==> src/rtl/core/scsl_pkg.sv <==
`timescale 1ns / 1ps

package scsl_pkg;

    localparam int unsigned BYTE_W   = 8;
    localparam int unsigned ACTION_W = 3;

    localparam logic [ACTION_W-1:0] ACT_PUSH   = 3'd0;
    localparam logic [ACTION_W-1:0] ACT_POP    = 3'd1;
    localparam logic [ACTION_W-1:0] ACT_PEEK   = 3'd2;
    localparam logic [ACTION_W-1:0] ACT_FIND   = 3'd3;
    localparam logic [ACTION_W-1:0] ACT_INSERT = 3'd4;
    localparam logic [ACTION_W-1:0] ACT_REMOVE = 3'd5;

    typedef enum logic [1:0] {
        CELL_HOLD,
        CELL_FROM_LOW,
        CELL_FROM_HIGH,
        CELL_LOAD
    } cell_op_t;

    typedef struct packed {
        cell_op_t op;
        logic     search;
        logic     occ;
    } cell_ctrl_t;

endpackage

==> src/rtl/core/scsl_cell.sv <==
`timescale 1ns / 1ps

module scsl_cell
    import scsl_pkg::*;
(
    input  logic              clk,
    input  cell_ctrl_t        ctrl,
    input  logic [BYTE_W-1:0] key,
    input  logic [BYTE_W-1:0] value,
    input  logic [BYTE_W-1:0] low_entry,
    input  logic [BYTE_W-1:0] high_entry,
    output logic [BYTE_W-1:0] entry,
    output logic              hit
);

    logic [BYTE_W-1:0] entry_reg;
    logic [BYTE_W-1:0] entry_next;
    logic              hit_reg;
    logic              hit_next;

    always_comb
    begin
        case (ctrl.op)
            CELL_HOLD:      entry_next = entry_reg;
            CELL_FROM_LOW:  entry_next = low_entry;
            CELL_FROM_HIGH: entry_next = high_entry;
            CELL_LOAD:      entry_next = value;
            default:        entry_next = entry_reg;
        endcase
        hit_next = ctrl.search ? (ctrl.occ && (entry_reg == key)) : hit_reg;
    end

    always_ff @(posedge clk)
    begin
        entry_reg <= entry_next;
        hit_reg   <= hit_next;
    end

    assign entry = entry_reg;
    assign hit   = hit_reg;

endmodule

==> src/rtl/core/searchable_char_stack_list.sv <==
`timescale 1ns / 1ps

// channel  dir  fields                 transaction
// in       in   action, value, anchor  in_valid && !in_stall
// out      out  ok, data, count        out_valid && !out_stall
//
// per transaction, every cell compares its byte against the key in the accept cycle
// and registers its hit; the cell row then shifts or loads in the apply state
// in_stall is high during the apply state, which waits while a result is held by out_stall
// the top entry sits in cell 0, so pop and peek read one fixed cell
// reset clears the fill count and the output valid; cell contents are not cleared

module searchable_char_stack_list
    import scsl_pkg::*;
#(
    parameter int CAPACITY = 64
)
(
    input  logic                          clk,
    input  logic                          rst_n,
    input  logic                          in_valid,
    output logic                          in_stall,
    input  logic [ACTION_W-1:0]           action,
    input  logic [BYTE_W-1:0]             value,
    input  logic [BYTE_W-1:0]             anchor,
    output logic                          out_valid,
    input  logic                          out_stall,
    output logic                          ok,
    output logic [BYTE_W-1:0]             data,
    output logic [$clog2(CAPACITY+1)-1:0] count
);

    localparam int CW = $clog2(CAPACITY + 1);

    typedef enum logic {
        ST_IDLE,
        ST_APPLY
    } state_t;

    state_t                state_reg;
    state_t                state_next;
    logic [CW-1:0]         fill_reg;
    logic [CW-1:0]         fill_next;
    logic [ACTION_W-1:0]   action_reg;
    logic [ACTION_W-1:0]   action_next;
    logic [BYTE_W-1:0]     value_reg;
    logic [BYTE_W-1:0]     value_next;
    logic                  out_valid_reg;
    logic                  out_valid_next;
    logic                  ok_reg;
    logic                  ok_next;
    logic [BYTE_W-1:0]     data_reg;
    logic [BYTE_W-1:0]     data_next;
    logic [CW-1:0]         count_reg;
    logic [CW-1:0]         count_next;

    logic                  accept;
    logic                  fire;
    logic [BYTE_W-1:0]     key;
    logic                  found;
    logic                  not_full;
    logic                  not_empty;
    logic [BYTE_W-1:0]     entry_w [CAPACITY];
    logic [CAPACITY-1:0]   hit_w;
    logic [CAPACITY-1:0]   hit_rev;
    logic [CAPACITY-1:0]   low_mask;
    logic [CAPACITY-1:0]   at_or_above;
    cell_op_t              cell_op [CAPACITY];

    assign accept    = in_valid && !in_stall;
    assign fire      = (state_reg == ST_APPLY) && (!out_valid_reg || !out_stall);
    assign key       = (action == ACT_INSERT) ? anchor : value;
    assign found     = |hit_w;
    assign not_full  = fill_reg < CW'(CAPACITY);
    assign not_empty = fill_reg != '0;

    // highest hitting cell holds the lowest slot; mark it and every cell above it
    always_comb
    begin
        for (int c = 0; c < CAPACITY; c++)
        begin
            hit_rev[c] = hit_w[CAPACITY-1-c];
        end
        low_mask = hit_rev ^ (hit_rev - CAPACITY'(1));
        for (int c = 0; c < CAPACITY; c++)
        begin
            at_or_above[c] = low_mask[CAPACITY-1-c];
        end
    end

    always_comb
    begin
        for (int c = 0; c < CAPACITY; c++)
        begin
            cell_op[c] = CELL_HOLD;
        end
        fill_next  = fill_reg;
        ok_next    = 1'b0;
        data_next  = '0;
        if (fire)
        begin
            case (action_reg)
                ACT_PUSH:
                begin
                    if (not_full)
                    begin
                        for (int c = 0; c < CAPACITY; c++)
                        begin
                            cell_op[c] = CELL_FROM_LOW;
                        end
                        fill_next = fill_reg + CW'(1);
                        ok_next   = 1'b1;
                    end
                end
                ACT_POP:
                begin
                    if (not_empty)
                    begin
                        for (int c = 0; c < CAPACITY; c++)
                        begin
                            cell_op[c] = CELL_FROM_HIGH;
                        end
                        fill_next = fill_reg - CW'(1);
                        ok_next   = 1'b1;
                        data_next = entry_w[0];
                    end
                end
                ACT_PEEK:
                begin
                    if (not_empty)
                    begin
                        ok_next   = 1'b1;
                        data_next = entry_w[0];
                    end
                end
                ACT_FIND:
                begin
                    ok_next = found;
                end
                ACT_INSERT:
                begin
                    if (not_full && found)
                    begin
                        for (int c = 0; c < CAPACITY; c++)
                        begin
                            if (at_or_above[c] && hit_w[c])
                            begin
                                cell_op[c] = CELL_LOAD;
                            end
                            else if (at_or_above[c])
                            begin
                                cell_op[c] = CELL_FROM_LOW;
                            end
                        end
                        fill_next = fill_reg + CW'(1);
                        ok_next   = 1'b1;
                    end
                end
                ACT_REMOVE:
                begin
                    if (found)
                    begin
                        for (int c = 0; c < CAPACITY; c++)
                        begin
                            if (at_or_above[c])
                            begin
                                cell_op[c] = CELL_FROM_HIGH;
                            end
                        end
                        fill_next = fill_reg - CW'(1);
                        ok_next   = 1'b1;
                    end
                end
                default:
                begin
                    ok_next = 1'b0;
                end
            endcase
        end
    end

    always_comb
    begin
        state_next     = state_reg;
        action_next    = action_reg;
        value_next     = value_reg;
        out_valid_next = out_valid_reg && out_stall;
        count_next     = count_reg;
        case (state_reg)
            ST_IDLE:
            begin
                if (accept)
                begin
                    state_next  = ST_APPLY;
                    action_next = action;
                    value_next  = value;
                end
            end
            ST_APPLY:
            begin
                if (fire)
                begin
                    state_next     = ST_IDLE;
                    out_valid_next = 1'b1;
                    count_next     = fill_next;
                end
            end
            default:
            begin
                state_next = ST_IDLE;
            end
        endcase
    end

    always_ff @(posedge clk or negedge rst_n)
    begin
        if (!rst_n)
        begin
            state_reg     <= ST_IDLE;
            fill_reg      <= '0;
            action_reg    <= ACT_PUSH;
            value_reg     <= '0;
            out_valid_reg <= 1'b0;
            ok_reg        <= 1'b0;
            data_reg      <= '0;
            count_reg     <= '0;
        end
        else
        begin
            state_reg     <= state_next;
            fill_reg      <= fill_next;
            action_reg    <= action_next;
            value_reg     <= value_next;
            out_valid_reg <= out_valid_next;
            count_reg     <= count_next;
            if (fire)
            begin
                ok_reg   <= ok_next;
                data_reg <= data_next;
            end
        end
    end

    for (genvar g = 0; g < CAPACITY; g++)
    begin : g_cell
        cell_ctrl_t        ctrl;
        logic [BYTE_W-1:0] low_entry;
        logic [BYTE_W-1:0] high_entry;

        assign ctrl.op     = cell_op[g];
        assign ctrl.search = accept;
        assign ctrl.occ    = CW'(g) < fill_reg;

        if (g == 0)
        begin : g_bottom
            assign low_entry = value_reg;
        end
        else
        begin : g_inner_low
            assign low_entry = entry_w[g-1];
        end

        if (g == CAPACITY - 1)
        begin : g_end
            assign high_entry = entry_w[g];
        end
        else
        begin : g_inner_high
            assign high_entry = entry_w[g+1];
        end

        scsl_cell u_cell (
            .clk        (clk),
            .ctrl       (ctrl),
            .key        (key),
            .value      (value_reg),
            .low_entry  (low_entry),
            .high_entry (high_entry),
            .entry      (entry_w[g]),
            .hit        (hit_w[g])
        );
    end

    assign in_stall  = state_reg != ST_IDLE;
    assign out_valid = out_valid_reg;
    assign ok        = ok_reg;
    assign data      = data_reg;
    assign count     = count_reg;

endmodule

==> config.mk <==
export PLATFORM = sky130hd
export DESIGN_NAME = searchable_char_stack_list
export DESIGN_NICKNAME = d
export VERILOG_FILES = /design/src/rtl/core/scsl_pkg.sv /design/src/rtl/core/scsl_cell.sv /design/src/rtl/core/searchable_char_stack_list.sv
export SDC_FILE = /design/constraint.sdc
export NUM_CORES = 2
export LEC_CHECK = 0
export BUFFER_PORTS_ARGS = -buffer_cell sky130_fd_sc_hd__buf_2
export CAP_MARGIN = 10
export CORE_ASPECT_RATIO = 0.5
export CORE_MARGIN = 10
export CORE_UTILIZATION = 30
export CTS_BUF_LIST = sky130_fd_sc_hd__clkbuf_8
export DETAILED_ROUTE_END_ITERATION = 12
export MAX_ROUTING_LAYER = met4
export SKIP_CTS_REPAIR_TIMING = 1
export SLEW_MARGIN = 20
export SYNTH_ARGS = -nofsm -noshare
export SYNTH_HDL_FRONTEND = slang
export SYNTH_SLANG_ARGS = --single-unit
==> constraint.sdc <==
create_clock -name clk -period 4.2 [get_ports clk]
set_clock_uncertainty 0.1 [all_clocks]
set_input_delay 0.21 -clock clk [delete_from_list [all_inputs] [get_ports clk]]
set_output_delay 0.21 -clock clk [all_outputs]
set_load 0.01 [all_outputs]
==> reports/metrics.csv <==
stage,metric,value,unit
floorplan,Chip Width,541,um
clock_network,Root Driver,clkbuf_8,
final_layout,max reg flops,512,
clock_network,Clock transition at path regs,60,ps
grt,vias in the first global route,32616,
clock_network,cts bufs inserted,103,
setup_path,origin of the critical flop-to-flop path,g_cell[46].u_cell.hit,
timing,RSZ-0062 raised after global routing,true,
floorplan,Core ar.,135000,um2
setup_path,CP startpoint kind,register,
clock_network,CTS H-tree depth,3,
pwr,worst vdd ir,0.000228,V
setup_path,critical path data arrival time,4800,ps
hold_path,hold path startpoint,anchor[0],
synth,largest family of logic cells by synthesized area,compound AO/OA/AOI/OAI gates,
route,detailed-route DRC error count,0,
final_layout,Final nets,4158,
outcome,status,finished with violations,
hold_path,HP Class,primary input to register,
setup_path,Bufs and invs on worst path,1,
synth,async set-or-reset flop fraction in the synthesized netlist,5.88,%
final_layout,synthesis-to-finish area growth,15.5,%
floorplan,Std-Cell Rows,95,
synth,syn nets,4047,
route,routed len/inst,22.2,um
setup_path,"Slowest-stage cell, CP",or4_4,
clock_network,CTS sink cnt,612,
synth,post-synth top area share,42.5,%
route,post-route antenna net violation count,0,
pwr,Lkg Pwr,19.5,nW
synth,xor and xnor area share after synthesis,12.4,%
synth,Ys Warns,0,
route,post-DR vias/cell,5.44,
timing,"Setup violations, final",69,
outcome,failing checks,negative setup slack,
synth,Avg Inst Size Synth,10.3,um2
timing,worst relative slew slack,24.3,%
setup_path,CP peak stage delay,610,ps
synth,"EDFF count, synth",576,
clock_network,clock tree buffer depth,3,
clock_network,clock latency on the worst-skew pair,810,ps
setup_path,crit path cell chain,or4_4 > or3_4 > or4_4 > buf_6 > nor4_4 > nand2b_1 > nor4_2 > ha_1 > xor2_1 > or3_4 > o21ai_4 > mux2i_1 > a21oi_1,
clock_network,CTS tree,built,
timing,final number of hold-violating endpoints,0,
timing,crit path time final,4370,ps
route,DRT Wirelength,132,mm
placement,Post-Place Cells,5717,
synth,sequential area share after synthesis,44.7,%
grt,first-pass GRT wire length,200,mm
floorplan,Boundary Pins,41,
setup_path,CP max FO,8,
synth,post-synthesis mux area share,13.2,%
synth,post-synthesis adder-cell area fraction,2.09,%
setup_path,Crit. End Element,register,
floorplan,Die Area,152000,um2
grt,initial antenna violation count,2,
grt,Tot GR Track Use,17.0,%
job,# Max-Cap Violations,0,
timing,"Slew Viols, Final",0,
setup_path,"CP delay by family, top",simple AND/OR/NAND/NOR gates,
placement,GPL Wtd Cong,0.936,
route,Vias,32363,
floorplan,initial core utilization,30.3,%
route,DRT iter0 DRCs,3337,
floorplan,Chip Height,281,um
timing,final worst slack,-170,ps
timing,Final period util,104,%
setup_path,Crit path required time,4630,ps
placement,I/O Buffers,40,
route,drt pass-1 iters,5,
timing,fmax,0.229,GHz
synth,leading area contributor after synthesis,edfxtp_1,
grt,pin count of the biggest net entering global routing,73,
synth,post-synthesis simple-gate area fraction,10.8,%
setup_path,CP Launch Point,g_cell[46].u_cell.hit,
final_layout,layout cells sized above 1,15.5,%
final_layout,"most common cell after layout, fill and taps aside",a21oi_1,
synth,mapped cell area,40700,um2
timing,worst-margin pin slew,1130,ps
synth,Synth area leaders,"edfxtp_1, mux2i_1, xor2_1, a21oi_1, nor2_1",
synth,Syn Inst Count,3956,
grt,Overflow after GRT,0,
placement,dpl hpwl,92.5,mm
synth,Yosys reg bits,612,
synth,ys flop type,edfxtp_1,
synth,Synth Area in Compound Gates,13.4,%
pwr,PwrDens,399,nW/um2
final_layout,"commonest cells after routing, fill and taps aside","a21oi_1, edfxtp_1, nor2_1",
placement,Setup WS pre-CTS,-318,ps
synth,Yosys cell types,67,
setup_path,Crit Path Class,register to register,
final_layout,post-route non-filler standard cell count,5949,
==> tightest hold or removal path: stages <==
cell     delay [ps]
buf_2           100
mux2i_4         200
xnor2_1         190
nor4_1           70
==> routing by layer <==
layer  track usage [%]  vias to the layer above  wire length [um]
li1                  -                    14726                 -
met1              22.4                    16068             58600
met2              27.0                     1270             60300
met3              2.49                      299              8870
met4              5.55                        0              4500
met5                 -                        -                 0
==> final timing paths <==
check	end	slack (ps)	depth (start not counted)
worst max-delay path	g_cell[20].u_cell.entry[0]	-170	13
max in group asynchronous	g_cell[0].low_entry[0]	3040	4
min in group asynchronous	data[3]	470	4
worst max register to register	g_cell[20].u_cell.entry[0]	-170	13
worst min register to register	data[5]	410	1
worst min-delay path	g_cell[31].u_cell.hit	50	4
==> cell usage after synthesis (5+ instances only) <==
cell	n
nand3_1	56
o211ai_1	6
dfrtp_1	36
nor2_1	544
xnor2_1	186
nor4_1	77
or4_1	10
or2_2	6
or3_1	69
a31oi_1	9
nor3_1	35
ha_1	68
o21ai_0	28
a21oi_1	592
inv_1	19
and2_1	5
nand2b_1	9
buf_2	86
o2111ai_1	8
mux2_2	27
a22o_1	9
clkbuf_1	200
o21a_1	5
and3_1	6
nand4_1	51
o21ai_2	50
o21ai_4	11
a2111oi_0	15
mux2i_1	505
xor2_1	389
edfxtp_1	576
buf_1	35
nand2_1	33
o21bai_1	62
nor3b_1	10
a221o_1	62
==> through the flow <==
stage / util [%] / area (um2) / setup TNS [ps] / total power, mW / hold slack (ps)
after detailed placement: 32.8 / 44200 / -18000 / 13.5 / 221
after global routing: 35.0 / 47100 / -21100 / 19.6 / 43.2
after floorplan: - / 40800 / 0 / 11.3 / -186
after CTS: 34.2 / 46000 / -27350 / 18.6 / -641
after global placement: 32.8 / 44200 / -6800 / 13.4 / 220
final: 35.0 / 47100 / -5400 / 18.8 / 45.7
==> cell type report <==
cell class                      instances  area [um2]
Timing Repair Buffer                  334        2740
Inverter                               19        71.3
Tap cell                             1794        2240
Fill cell                           13496       87500
Multi-Input combinational cell       2997       21900
Clock buffer                          109        1500
Clock inverter                         77         363
Antenna cell                            7        17.5
Sequential cell                       612       18200
==> power by group <==
part,switching [mW],internal (mW),leakage (nW)
clock,2.70,2.45,1.09
combinational,3.58,2.04,12.7
sequential,0.767,7.26,5.69
==> cells by family (layout without fill, tap and decap cells) <==
family	after synthesis	in the layout
flip-flops	612	612
other	0	7
adder cells (fa/ha/maj)	68	68
AND/OR/NAND/NOR	936	936
buffers and inverters	347	539
XOR/XNOR	575	575
AO/OA/AOI/OAI	886	886
multiplexers	532	532
(Power assumes the default switching activity.)
